<file path="config.mk">
export PLATFORM = sky130hd
export DESIGN_NAME = gost_feistel_round
export DESIGN_NICKNAME = d
export VERILOG_FILES = /design/src/rtl/gfr_pkg.sv /design/src/rtl/gost_feistel_round.sv /design/src/rtl/gfr_round_fn.sv
export SDC_FILE = /design/constraint.sdc
export NUM_CORES = 1
export LEC_CHECK = 0
export BUFFER_PORTS_ARGS = -buffer_cell sky130_fd_sc_hd__buf_2
export CAP_MARGIN = 25
export CORE_AREA = 2 2 365 367
export DETAILED_ROUTE_END_ITERATION = 6
export DIE_AREA = 0 0 367 369
export HOLD_SLACK_MARGIN = 0.1
export SLEW_MARGIN = 20
export SYNTH_ARGS = -nofsm -noshare
export SYNTH_HDL_FRONTEND = slang
export SYNTH_SLANG_ARGS = --single-unit
</file>
<file path="constraint.sdc">
create_clock -name clk -period 9.08 [get_ports clk]
set_input_delay 2.27 -clock clk [delete_from_list [all_inputs] [get_ports clk]]
set_output_delay 2.27 -clock clk [all_outputs]
set_load 0.05 [all_outputs]
</file>
<file path="src/rtl/gfr_pkg.sv">
// Package for the GOST 28147-89 round block: word types, codes and constants.
// No dependencies; used by gfr_round_fn and gost_feistel_round.
`default_nettype none

package gfr_pkg;

	localparam int NUM_ROWS   = 8;
	localparam int NUM_KEYS   = 8;
	localparam int NIB_W      = 4;
	localparam int HALF_W     = 32;
	localparam int ROW_W      = NIB_W * 16;
	localparam int KIDX_W     = $clog2(NUM_KEYS);
	localparam int CFG_IDX_W  = $clog2(NUM_ROWS);
	localparam int RND_W      = 6;
	localparam int ROT_AMT    = 11;

	// round number limits
	localparam logic [RND_W-1:0] FIRST_ROUND   = 6'd1;
	localparam logic [RND_W-1:0] FORWARD_LAST  = 6'd24;
	localparam logic [RND_W-1:0] LAST_ROUND    = 6'd32;

	typedef enum logic {
		CMD_ROUND = 1'b0,
		CMD_LOAD  = 1'b1
	} cmd_t;

	typedef logic [NUM_ROWS-1:0][ROW_W-1:0] sbox_rows_t;

	// input word
	typedef struct packed {
		cmd_t              cmd;
		logic [RND_W-1:0]  round_number;
		logic [HALF_W-1:0] first_half;
		logic [HALF_W-1:0] second_half;
		logic [KIDX_W-1:0] key_slot;
		logic [HALF_W-1:0] key_word;
	} in_word_t;

	// result word
	typedef struct packed {
		logic [HALF_W-1:0] out_first;
		logic [HALF_W-1:0] out_second;
		logic [KIDX_W-1:0] used_key_index;
		logic [HALF_W-1:0] key_sum;
		logic [HALF_W-1:0] substituted;
		logic [HALF_W-1:0] rotated;
		logic              bad_round;
	} out_word_t;

	// intermediate values of the round function
	typedef struct packed {
		logic [HALF_W-1:0] sum;
		logic [HALF_W-1:0] sub;
		logic [HALF_W-1:0] rot;
		logic [HALF_W-1:0] f;
	} fn_vals_t;

endpackage

`default_nettype wire

</file>
<file path="src/rtl/gost_feistel_round.sv">
// Top level of the GOST 28147-89 single-round block: key store, S-box rows,
// input stage and result register. Depends on gfr_pkg and gfr_round_fn.
//
//  channel   handshake          payload      notes
//  input     start / busy       item         accepted when start && !busy
//  result    done (1 cycle)     result       one word per round command
//  config    cfg_we             cfg_index,   S-box row write, no wait
//                               cfg_data
//
// A round word is accepted every cycle; busy is always low. Its result passes
// through the input register, then the add, S-box, rotate and XOR path into
// the result register. Load words write the key store at the accepting edge
// and give no result. Reset clears the key store, the S-box rows and the
// strobes. The receiver cannot stall the result.
`default_nettype none

module gost_feistel_round (
	input  wire logic                        clk,
	input  wire logic                        arst_n,
	input  wire logic                        start,
	output logic                             busy,
	input  wire gfr_pkg::in_word_t           item,
	output logic                             done,
	output gfr_pkg::out_word_t               result,
	input  wire logic                        cfg_we,
	input  wire logic [2:0]                  cfg_index,
	input  wire logic [63:0]                 cfg_data
);
	import gfr_pkg::*;

	sbox_rows_t        sbox_q;
	logic [HALF_W-1:0] key_q [NUM_KEYS];
	logic              valid_s1;
	in_word_t          word_s1;
	logic              accept;
	logic              bad;
	logic [RND_W-1:0]  back_idx;
	logic [KIDX_W-1:0] kidx;
	fn_vals_t          vals;
	out_word_t         res_d;
	out_word_t         result_q;
	logic              done_q;

	assign busy   = 1'b0;
	assign accept = start && !busy;

	// S-box rows
	always_ff @(posedge clk or negedge arst_n) begin
		if (!arst_n) begin
			sbox_q <= '0;
		end else if (cfg_we) begin
			sbox_q[cfg_index[CFG_IDX_W-1:0]] <= cfg_data;
		end
	end

	// key store, written by load words at acceptance
	always_ff @(posedge clk or negedge arst_n) begin
		if (!arst_n) begin
			for (int i = 0; i < NUM_KEYS; i++) begin
				key_q[i] <= '0;
			end
		end else if (accept && item.cmd == CMD_LOAD) begin
			key_q[item.key_slot] <= item.key_word;
		end
	end

	// input stage
	always_ff @(posedge clk or negedge arst_n) begin
		if (!arst_n) begin
			valid_s1 <= 1'b0;
		end else begin
			valid_s1 <= accept && item.cmd == CMD_ROUND;
		end
	end

	always_ff @(posedge clk) begin
		if (accept) begin
			word_s1 <= item;
		end
	end

	// key schedule: forward for the first 24 rounds, reversed for the rest
	assign bad      = (word_s1.round_number < FIRST_ROUND) ||
	                  (word_s1.round_number > LAST_ROUND);
	assign back_idx = LAST_ROUND - word_s1.round_number;

	always_comb begin
		if (word_s1.round_number <= FORWARD_LAST) begin
			kidx = KIDX_W'(word_s1.round_number - FIRST_ROUND);
		end else begin
			kidx = back_idx[KIDX_W-1:0];
		end
	end

	gfr_round_fn u_fn (
		.sbox_rows   (sbox_q),
		.first_half  (word_s1.first_half),
		.second_half (word_s1.second_half),
		.key         (key_q[kidx]),
		.vals        (vals)
	);

	// assemble the result word; last round keeps the halves in place
	always_comb begin
		res_d = '0;
		if (bad) begin
			res_d.bad_round = 1'b1;
		end else begin
			if (word_s1.round_number == LAST_ROUND) begin
				res_d.out_first  = word_s1.first_half;
				res_d.out_second = vals.f;
			end else begin
				res_d.out_first  = vals.f;
				res_d.out_second = word_s1.first_half;
			end
			res_d.used_key_index = kidx;
			res_d.key_sum        = vals.sum;
			res_d.substituted    = vals.sub;
			res_d.rotated        = vals.rot;
		end
	end

	// result register
	always_ff @(posedge clk or negedge arst_n) begin
		if (!arst_n) begin
			done_q <= 1'b0;
		end else begin
			done_q <= valid_s1;
		end
	end

	always_ff @(posedge clk) begin
		if (valid_s1) begin
			result_q <= res_d;
		end
	end

	assign done   = done_q;
	assign result = result_q;

endmodule

`default_nettype wire

</file>
<file path="src/rtl/gfr_round_fn.sv">
// GOST round function: key add, per-nibble S-box substitution, rotate, XOR.
// Purely combinational; depends on gfr_pkg.
`default_nettype none

module gfr_round_fn (
	input  wire gfr_pkg::sbox_rows_t   sbox_rows,
	input  wire logic [31:0]           first_half,
	input  wire logic [31:0]           second_half,
	input  wire logic [31:0]           key,
	output gfr_pkg::fn_vals_t          vals
);
	import gfr_pkg::*;

	logic [HALF_W-1:0] sum;
	logic [HALF_W-1:0] sub;
	logic [HALF_W-1:0] rot;

	// modular add of the key word
	assign sum = first_half + key;

	// each nibble picks one entry of its own row
	always_comb begin
		for (int p = 0; p < NUM_ROWS; p++) begin
			sub[p*NIB_W +: NIB_W] = sbox_rows[p][sum[p*NIB_W +: NIB_W]*NIB_W +: NIB_W];
		end
	end

	assign rot = {sub[HALF_W-ROT_AMT-1:0], sub[HALF_W-1:HALF_W-ROT_AMT]};

	assign vals.sum = sum;
	assign vals.sub = sub;
	assign vals.rot = rot;
	assign vals.f   = rot ^ second_half;

endmodule

`default_nettype wire

</file>
==> impl_metrics.csv, run 1 <==
group,metric,value,unit
run_status,status,"finished, final reports clean",
sta,fin_tns_setup,0,ns
clock_tree,clk_pin_slew_worst_paths,0.06,ns
sta,worstMarginPinSlew,1.20,ns
global_routing,grt_max_degree,171,
drt,wl_per_cell,28.9,um
die,coreArea,0.131,sq mm
critical_path,crit_slowest_cell,"xor2_2",
drt,vias,29390,
drt,drt-initial-drc-count,2666,
clock_tree,cts_buffers,105,
place,gp_congestion,0.883,
clock_tree,cts_tree,"built",
synthesis,yosysUniqueCellTypes,92,
drt,detail-route-antenna-nets,0,
sta,grt_setup_unrepaired,"false",
critical_path,cp-start-kind,"flop",
synthesis,ys_ff_latch,972,
pwr,p_sw,8250,uW
sta,finalCritPeriodShare,83.9,%
finish,finalNetCount,3594,
critical_path,cp_slowest_stage_delay,0.85,ns
critical_path,cpLargestDelayFamily,"compound AO/OA/AOI/OAI gates",
critical_path,end_kind,"flop",
job,cap_violations,0,
pwr,p_leak,0.0218,uW
global_routing,grt_pass1_wl,215000,um
global_routing,antenna_found_initial,31,
clock_tree,clock_path_buffers,3,
critical_path,cp_max_fo,20,
sta,fin_hold_ws,0.499,ns
pwr,power_frac_seq,30.2,%
drt,drt-pass1-iter-count,5,
pwr,pwr_density_cell,382,mW/mm^2
sta,finalMaxSlewViolations,0,
critical_path,worstPathRequired,9.56,ns
clock_tree,cts-root-buf,"clkbuf_16",
global_routing,grt_pass1_vias,28663,
finish,multi_input_area,0.0195,sq mm
finish,drive_gt1_share,46.7,%
finish,fillCellCount,12307,
place,dpl_cell_area,0.0495,sq mm
global_routing,grt_remaining_overflow,0,
synthesis,avgSynthCellArea,14.7,sq um
die,die_h,369,um
finish,syn2layout_area_growth,15.8,%
place,hpwl,101000,um
finish,seq_area,0.0253,sq mm
pwr,clockPowerShare,21.1,%
critical_path,cp.arrival,8.10,ns
clock_tree,cts_resized,0,
die,die_w,367,um
synthesis,netlist_instances,3106,
synthesis,syn-cell-area,0.0458,sq mm
synthesis,synth_area_leaders,"dfrtp_1 (42%), mux2_2 (20%), edfxtp_1 (13%), mux4_2 (8.4%), clkbuf_1 (1.3%)",
synthesis,yosysTopAreaCellShare,42.1,%
synthesis,synthesis.nets,3316,
die,die-area,0.135,sq mm
finish,final_area,0.0530,sq mm
synthesis,yosys_warnings,0,
synthesis,synth_flop_cell,"dfrtp_1",
clock_tree,clk_latency,0.72,ns
pwr,internal-power,12000,uW
sta,min_period,7.62,ns
die,num_io_pins,343,
clock_tree,htree_levels,3,
worst_hold_path,min_path_type,"reg -> reg",
synthesis,synth_async_sr_flop_share,79.2,%
pwr,total_power,20200,uW
drt,drc,0,
die,start_util,34.9,%
sta,max_slew_margin,19.1,%
clock_tree,postCtsSetupRepairBufs,0,
clock_tree,hold_buffers,0,
clock_tree,cts.sinks,972,
sta,fmax,0.131,GHz
place,io_buffers,341,
sta,hold_viol,0,
drt,post_drt_via_cell_ratio,5.61,
synthesis,yosys.area.top_type,"dfrtp_1",
sta,setup_viol,0,
sta,finClkSkew,0.0298,ns
pwr,comb_power_share,48.7,%
critical_path,critPathBufInv,1,
synthesis,synth_enable_flop_cells,202,
global_routing,grt.total_usage,22.0,%
drt,routed_wl,151000,um
pwr,max-vdd-ir-drop,228,uV
die,rows,133,
pwr,swShare,40.8,%
critical_path,crit_chain,"or3_4, a31oi_4, xnor2_2, buf_4, mux4_2, mux2_2, ha_1, nand2_1, nor3_1, o311ai_1, a311oi_1, nor2_1, o211ai_1, xor2_2, a2111o_1, nand4_1, xor2_1, a22o_1",
synthesis,ys_seq_area_share,55.3,%
critical_path,critPathKind,"reg -> reg",
-- cell families (layout without fill, tap and decap cells) --
| group | after synthesis | in the layout | synth area share (%) |
|---|---|---|---|
| buf+inv | 278 | 645 | 2.72 |
| simple gates | 332 | 332 | 3.85 |
| compound gates | 417 | 417 | 6.64 |
| xor+xnor | 62 | 62 | 1.31 |
| flops | 972 | 972 | 55.3 |
| other cells | 1 | 10 | 0.00819 |
| fa+ha+maj | 33 | 33 | 0.918 |
| mux | 1011 | 1011 | 29.2 |
-- per-layer routing --
| layer | GRT usage, % | share of wire, % |
|---|---|---|
| met3 | 3.91 | 5.7 |
| met5 | 0 | 0.069 |
| met2 | 35.4 | 47 |
| met4 | 8.46 | 3.8 |
| met1 | 29.5 | 43 |
-- power groups by stage --
stage	combinational, uW	clock, uW	sequential (uW)
after floorplan	6170	0	6470
final	9860	4270	6110
after CTS	9810	4350	6110
after detailed placement	9760	0	6180
after global placement	9630	0	6150
after global routing	10400	4540	6210
-- worst reg2reg max path: cells and delay by family, from the launching register on --
family          cells  cell delay, ns
compound gates      6            2.07
mux                 2            0.90
flops               1            0.55
simple gates        5            1.40
fa+ha+maj           1            0.50
xor+xnor            3            1.44
buf+inv             1            0.51
-- cells in the mapped netlist, drive strengths merged, types with 23 or more instances --
| cell type | n |
|---|---|
| a22oi | 36 |
| nand2 | 73 |
| buf | 77 |
| dfrtp | 770 |
| xnor2 | 45 |
| a21oi | 92 |
| a211oi | 23 |
| a21o | 24 |
| ha | 32 |
| nor2 | 57 |
| mux2 | 803 |
| mux2i | 30 |
| inv | 38 |
| clkbuf | 163 |
| o21ai | 57 |
| a22o | 26 |
| nor2b | 44 |
| mux4 | 178 |
| edfxtp | 202 |
| nand3 | 43 |
| a221oi | 40 |
-- path summary, 6_finish.rpt --
check                                        startpoint                        end  slack, ns  depth (start not counted)
worst max-delay path              word_s1[99]$_DFFE_PP_  result[109]$_SDFFCE_PP0P_       1.46                         18
worst min-delay path            sbox_q[476]$_DFFE_PN0P_    sbox_q[476]$_DFFE_PN0P_       0.50                          1
worst max register to register    word_s1[99]$_DFFE_PP_  result[109]$_SDFFCE_PP0P_       1.46                         18
worst min register to register  sbox_q[476]$_DFFE_PN0P_    sbox_q[476]$_DFFE_PN0P_       0.50                          1
max in group asynchronous                        arst_n      key_q[49]$_DFFE_PN0P_       5.64                          3
min in group asynchronous                        arst_n     key_q[190]$_DFFE_PN0P_       1.57                          1
-- through the flow --
step / worst slack [ns] / std cells / utilization [%]
CTS: 1.40 / 5225 / 40.3
finish: 1.46 / 5237 / 40.4
global route: 1.04 / 5229 / 40.4
detailed placement: 1.41 / 5029 / 37.7
floorplan: 2.48 / 3106 / -
global placement: 1.13 / 5026 / 37.7
-- final cells by class --
cell class | instances | share of cell area [%]
flip-flops and latches | 972 | 47.8
multi-input cells | 1856 | 36.8
clock buffers | 165 | 5.95
repair buffers | 411 | 4.51
well taps | 1755 | 4.14
clock inverters | 31 | 0.529
inverters | 38 | 0.269
diodes | 9 | 0.0425
-- placed cells by master (no fill, tap or decap), drive strengths merged, types with 22 or more instances in the layout --
master,instances
inv,40
a21o,24
a211oi,23
nor2,57
dfrtp,770
ha,32
a22oi,36
mux4,178
mux2i,30
mux2,803
nand2,73
a221oi,40
o21ai,57
buf,410
clkinv,22
nor2b,44
xnor2,45
clkbuf,166
a22o,26
nand3,43
a21oi,92
edfxtp,202
-- state kept, by name, indices dropped and copies added (netlist names) --
| register | cells |
|---|---|
| sbox_q | 512 |
| key_q | 256 |
| result | 132 |
| word_s1 | 70 |
| done | 1 |
| valid_s1 | 1 |
(Power assumes the default switching activity.)
==> run 2, diff against run 1 <==
==> constraint.sdc (replaced) <==
create_clock -name clk -period 7.3 [get_ports clk]
set_input_delay 1.825 -clock clk [delete_from_list [all_inputs] [get_ports clk]]
set_output_delay 1.825 -clock clk [all_outputs]
set_load 0.05 [all_outputs]
==> impl_metrics.csv, run 2 (synthesis gave the netlist of run 1 again) <==
group,metric,value,unit
finish,seq_area,0.0253,sq mm
drt,routed_wl,152000,um
global_routing,grt_remaining_overflow,0,
sta,max_slew_margin,29.8,%
critical_path,rrSetupSlack,0.34,ns
finish,instances_no_fill,5279,
critical_path,reg2regPathDepth,20,
die,die_w,367,um
finish,final_area,0.0533,sq mm
run_status,status,"finished, final reports clean",
place,io_buffers,341,
sta,fmax,0.144,GHz
critical_path,timing.rr.end,"result[109]$_SDFFCE_PP0P_",
finish,syn2layout_area_growth,16.5,%
sta,fin_tns_setup,0,ns
worst_hold_path,min_path_type,"reg -> reg",
sta,finalMaxSlewViolations,0,
place,dp.cells,5060,
sta,min_period,6.96,ns
drt,vias,29572,
sta,finalCritPeriodShare,95.4,%
worst_hold_path,min-delay-start,"sbox_q[463]$_DFFE_PN0P_",
finish,fin_util,40.7,%
pwr,p_leak,0.0220,uW
clock_tree,htree_levels,3,
drt,detail-route-antenna-nets,0,
critical_path,critPathKind,"reg -> reg",
critical_path,cp-start-kind,"flop",
finish,finalNetCount,3630,
place,gp_congestion,0.936,
job,cap_violations,0,
clock_tree,clock_path_buffers,3,
drt,drc,0,
die,coreArea,0.131,sq mm
pwr,max-vdd-ir-drop,323,uV
die,rows,133,
finish,final_common_cell,"mux2_2",
global_routing,grt_pass1_wl,217000,um
finish,drive_gt1_share,47.2,%
drt,wl_per_cell,28.7,um
critical_path,end_kind,"flop",
die,die-area,0.135,sq mm
clock_tree,clk_pin_slew_worst_paths,0.06,ns
finish,regMostFlops,"sbox_q",
clock_tree,cts-root-buf,"clkbuf_16",
place,hpwl,102000,um
critical_path,cp.arrival,7.41,ns
clock_tree,clk_latency,0.74,ns
global_routing,grt_pass1_vias,29169,
global_routing,grt.total_usage,22.1,%
critical_path,endpoint,"result[109]$_SDFFCE_PP0P_",
place,dpl_cell_area,0.0498,sq mm
sta,worstMarginPinSlew,1.05,ns
clock_tree,cts.sinks,972,
drt,post_drt_via_cell_ratio,5.60,
clock_tree,cts_buffers,106,
sta,finClkSkew,0.0465,ns
clock_tree,cts_tree,"built",
die,num_io_pins,343,
sta,grt_setup_unrepaired,"false",
global_routing,grt_max_degree,140,
die,start_util,34.9,%
finish,largest_register_ffs,512,
critical_path,startpoint,"word_s1[101]$_DFFE_PP_",
die,die_h,369,um
critical_path,reg2reg_from,"word_s1[101]$_DFFE_PP_",
finish,fillCellCount,12255,
pwr,pwr_density_cell,478,mW/mm^2
sta,setup_viol,0,
critical_path,worstPathRequired,7.75,ns
critical_path,cp_max_fo,21,
finish,multi_input_area,0.0195,sq mm
sta,hold_viol,0,
finish,layout_common_cells,"mux2_2 (803), dfrtp_1 (769), buf_2 (339), edfxtp_1 (202), mux4_2 (170)",
global_routing,antenna_found_initial,35,
drt,drt-pass1-iter-count,7,
drt,drt-initial-drc-count,2559,
-- run 2: changes by cell type in the layout (fill, tap and decap cells not counted), moves of 3 or more --
cell and change:
buf_4 +26, clkinv_1 +6, clkbuf_1 -6, buf_12 +9
clkbuf_8 -12, xnor2_2 -3, clkinv_2 +15, xnor2_1 +3
-- run 2: layout make-up --
| class | instances | share of cell area [%] |
|---|---|---|
| flip-flops and latches | 972 | 47.5 |
| clock buffers | 148 | 5.61 |
| repair buffers | 446 | 5.12 |
| well taps | 1755 | 4.12 |
| multi-input cells | 1856 | 36.5 |
| diodes | 11 | 0.0516 |
| inverters | 38 | 0.267 |
| clock inverters | 53 | 0.858 |
-- run 2: worst min path at each step --
stage	endpoint	slack (ns)	cells after the start
2_1_floorplan	sbox_q[328]$_DFFE_PN0P_	0.47	1
3_3_place_gp	sbox_q[345]$_DFFE_PN0P_	0.48	1
3_5_place_dp	sbox_q[345]$_DFFE_PN0P_	0.49	1
4_1_cts	sbox_q[463]$_DFFE_PN0P_	0.50	1
5_1_grt	sbox_q[332]$_DFFE_PN0P_	0.51	1
6_report	sbox_q[463]$_DFFE_PN0P_	0.50	1
-- run 2: timing repair --
item	4_1_cts	5_1_grt
resized for setup	0	1
hold buffers	0	0
endpoints found under the setup margin	0	8
endpoints found under the hold margin	0	0
setup buffers	0	5
-- run 2: power by group --
group          internal [uW]  switching [uW]  total [uW]
sequential              6910             694        7610
combinational           5230            7360       12600
clock                   3020            2310        5320
-- run 2: per-stage QoR --
step / total power, uW / hold WS [ns] / worst slack (ns)
after floorplan: 15700 / 0.470 / 0.698
after global placement: 19900 / 0.479 / 0.207
after detailed placement: 20000 / 0.485 / 0.258
after CTS: 25400 / 0.499 / 0.222
after global routing: 26700 / 0.507 / 0.0273
final: 25500 / 0.500 / 0.336
-- run 2: critical path, cell delays in order (launching register included) --
cell and delay [ns]:
edfxtp_1 0.44, or3_4 0.37, a31oi_4 0.43, xnor2_2 0.39, buf_12 0.29, mux4_2 0.53, mux2_2 0.31, ha_1 0.45
and4_4 0.29, and3_1 0.17, o211ai_1 0.15, a2111oi_2 0.44, buf_4 0.21, or3b_2 0.43, and3_2 0.45, buf_4 0.29
a21oi_1 0.10, a2111o_1 0.43, nand4_1 0.20, xor2_1 0.12, a22o_1 0.20
-- run 2: routing by layer --
layer  vias up  GRT usage (%)  part of all wire [%]
li1      12469              -                     -
met1     15778           29.2                    42
met2      1009           35.9                    48
met3       284           4.58                   6.3
met4        32           8.22                   3.6
met5         -              0                  0.12
==> run 3, diff against run 2 <==
--- a/config.mk
+++ b/config.mk
@@ -7,10 +7,13 @@
 export LEC_CHECK = 0
 export BUFFER_PORTS_ARGS = -buffer_cell sky130_fd_sc_hd__buf_2
 export CAP_MARGIN = 25
+export CELL_PAD_IN_SITES_DETAIL_PLACEMENT = 0
+export CELL_PAD_IN_SITES_GLOBAL_PLACEMENT = 1
 export CORE_AREA = 2 2 365 367
 export DETAILED_ROUTE_END_ITERATION = 6
 export DIE_AREA = 0 0 367 369
 export HOLD_SLACK_MARGIN = 0.1
+export PLACE_DENSITY_LB_ADDON = 0.1
 export SLEW_MARGIN = 20
 export SYNTH_ARGS = -nofsm -noshare
 export SYNTH_HDL_FRONTEND = slang
==> impl_metrics.csv, run 3 (synthesis gave the netlist of run 1 again) <==
group,metric,value,unit
drt,vias,29768,
critical_path,critPathKind,"reg -> reg",
run_status,status,"finished with violations",
critical_path,reg2regPathDepth,20,
pwr,swShare,41.2,%
worst_hold_path,min_path_type,"reg -> reg",
drt,wl_per_cell,31.7,um
finish,finalNetCount,3651,
pwr,p_sw,11000,uW
die,die-area,0.135,sq mm
critical_path,rrSetupSlack,0.31,ns
clock_tree,hold_buffers,0,
global_routing,grt.total_usage,24.5,%
place,dp.cells,5078,
sta,hold_viol,0,
critical_path,startpoint,"word_s1[99]$_DFFE_PP_",
clock_tree,htree_levels,3,
run_status,violations,"DRC",
sta,finalMaxSlewViolations,0,
critical_path,timing.rr.end,"result[129]$_SDFFCE_PP0P_",
drt,post_drt_via_cell_ratio,5.63,
finish,largest_register_ffs,512,
critical_path,reg2reg_from,"word_s1[99]$_DFFE_PP_",
die,coreArea,0.131,sq mm
global_routing,grt_max_degree,173,
clock_tree,cts_buffers,110,
global_routing,grt_pass1_wl,237000,um
finish,instances_no_fill,5292,
pwr,max-vdd-ir-drop,293,uV
drt,drt-pass1-iter-count,7,
die,die_h,369,um
die,rows,133,
finish,final_common_cell,"mux2_2",
drt,drc,2,
sta,finClkSkew,0.0235,ns
die,start_util,34.9,%
drt,drt-initial-drc-count,2584,
pwr,power_frac_seq,28.7,%
place,hpwl,113000,um
sta,grt_setup_unrepaired,"false",
pwr,pwr_density_cell,496,mW/mm^2
sta,fin_tns_setup,0,ns
sta,setup_viol,0,
sta,fin_hold_ws,0.499,ns
sta,worstMarginPinSlew,1.01,ns
drt,detail-route-antenna-nets,0,
global_routing,grt_pass1_vias,30838,
place,gp_congestion,0.844,
global_routing,antenna_found_initial,33,
clock_tree,cts.sinks,972,
critical_path,cp.arrival,7.58,ns
drt,routed_wl,168000,um
clock_tree,cts-root-buf,"clkbuf_16",
sta,max_slew_margin,32.4,%
pwr,clockPowerShare,21.2,%
finish,regMostFlops,"sbox_q",
place,io_buffers,341,
pwr,internal-power,15700,uW
critical_path,endpoint,"result[129]$_SDFFCE_PP0P_",
finish,drive_gt1_share,47.7,%
critical_path,end_kind,"flop",
die,die_w,367,um
pwr,p_leak,0.0222,uW
finish,syn2layout_area_growth,17.2,%
global_routing,grt_remaining_overflow,0,
clock_tree,clk_pin_slew_worst_paths,0.06,ns
critical_path,cp_max_fo,35,
pwr,total_power,26600,uW
clock_tree,cts_tree,"built",
sta,finalCritPeriodShare,95.8,%
sta,fmax,0.143,GHz
critical_path,worstPathRequired,7.89,ns
finish,layout_common_cells,"mux2_2 (803), dfrtp_1 (769), buf_2 (339), edfxtp_1 (202), mux4_2 (170)",
pwr,comb_power_share,50.1,%
clock_tree,clock_path_buffers,3,
sta,min_period,6.99,ns
clock_tree,clk_latency,0.73,ns
job,cap_violations,0,
critical_path,cp-start-kind,"flop",
die,num_io_pins,343,
finish,fillCellCount,12183,
## run 3: cell count changes in the layout (fill, tap and decap cells not counted), moves of 3 or more
cell	change
diode_2	-8
buf_4	+21
clkbuf_16	+6
buf_8	-3
clkinv_2	-13
clkbuf_8	+18
clkinv_1	-4
## run 3: how the worst min path moves through the flow
stage	start	to	slack (ns)	depth (start not counted)
global placement	sbox_q[377]$_DFFE_PN0P_	sbox_q[377]$_DFFE_PN0P_	0.48	1
finish	key_q[213]$_DFFE_PN0P_	key_q[213]$_DFFE_PN0P_	0.50	1
detailed placement	sbox_q[345]$_DFFE_PN0P_	sbox_q[345]$_DFFE_PN0P_	0.48	1
global route	sbox_q[20]$_DFFE_PN0P_	sbox_q[20]$_DFFE_PN0P_	0.51	1
CTS	sbox_q[345]$_DFFE_PN0P_	sbox_q[345]$_DFFE_PN0P_	0.50	1
floorplan	sbox_q[328]$_DFFE_PN0P_	sbox_q[328]$_DFFE_PN0P_	0.47	1
## run 3: cell type report
cell class / count / area [sq um] / share of cell area [%]
clock buffer: 174 / 3400 / 6.33
clock inverter: 31 / 289 / 0.538
inverter: 38 / 143 / 0.266
timing repair buffer: 463 / 2850 / 5.30
antenna: 3 / 7.51 / 0.0140
tap: 1755 / 2200 / 4.09
sequential: 972 / 25300 / 47.2
multi-input combinational: 1856 / 19500 / 36.3
## run 3: power groups by stage
stage | logic (uW) | clock network (uW) | registers (uW)
2_1_floorplan | 7680 | 0 | 8050
3_3_place_gp | 13100 | 0 | 7660
3_5_place_dp | 13200 | 0 | 7730
4_1_cts | 13300 | 5780 | 7640
5_1_grt | 14100 | 6000 | 7770
6_report | 13300 | 5640 | 7650
## run 3: layer usage
layer  routed length [um]  track usage, %
met3                 7620            3.30
met5                   25               0
met2                82100            41.3
met4                 4660            6.47
met1                73100            33.3
## run 3: repair_timing
item | CTS | global route
buffers inserted | 0 | 4
setup endpoints to repair | 0 | 4
endpoints found under the hold margin | 0 | 0
gates resized for setup | 0 | 2
## run 3: per-stage QoR
step	utilization, %	area [sq um]	worst slack (ns)
after detailed placement	38.0	49900	0.191
after floorplan	-	45800	0.698
final	40.9	53700	0.309
after global placement	38.0	49900	0.215
after CTS	40.9	53600	0.164
after global routing	40.9	53700	0.00612
## run 3: worst max-delay path, stage by stage (launching register included)
cell,delay [ns]
edfxtp_1,0.39
or3_4,0.41
a31oi_4,0.41
xnor2_2,0.18
buf_12,0.31
mux4_2,0.55
mux2_2,0.33
ha_1,0.36
a21oi_1,0.28
nor3_1,0.11
o311ai_1,0.49
nand3_1,0.21
a31oi_1,0.29
xnor2_2,0.22
buf_4,0.38
mux4_2,0.41
a22oi_1,0.27
nand3_1,0.14
xor2_1,0.69
buf_4,0.24
a22o_1,0.12
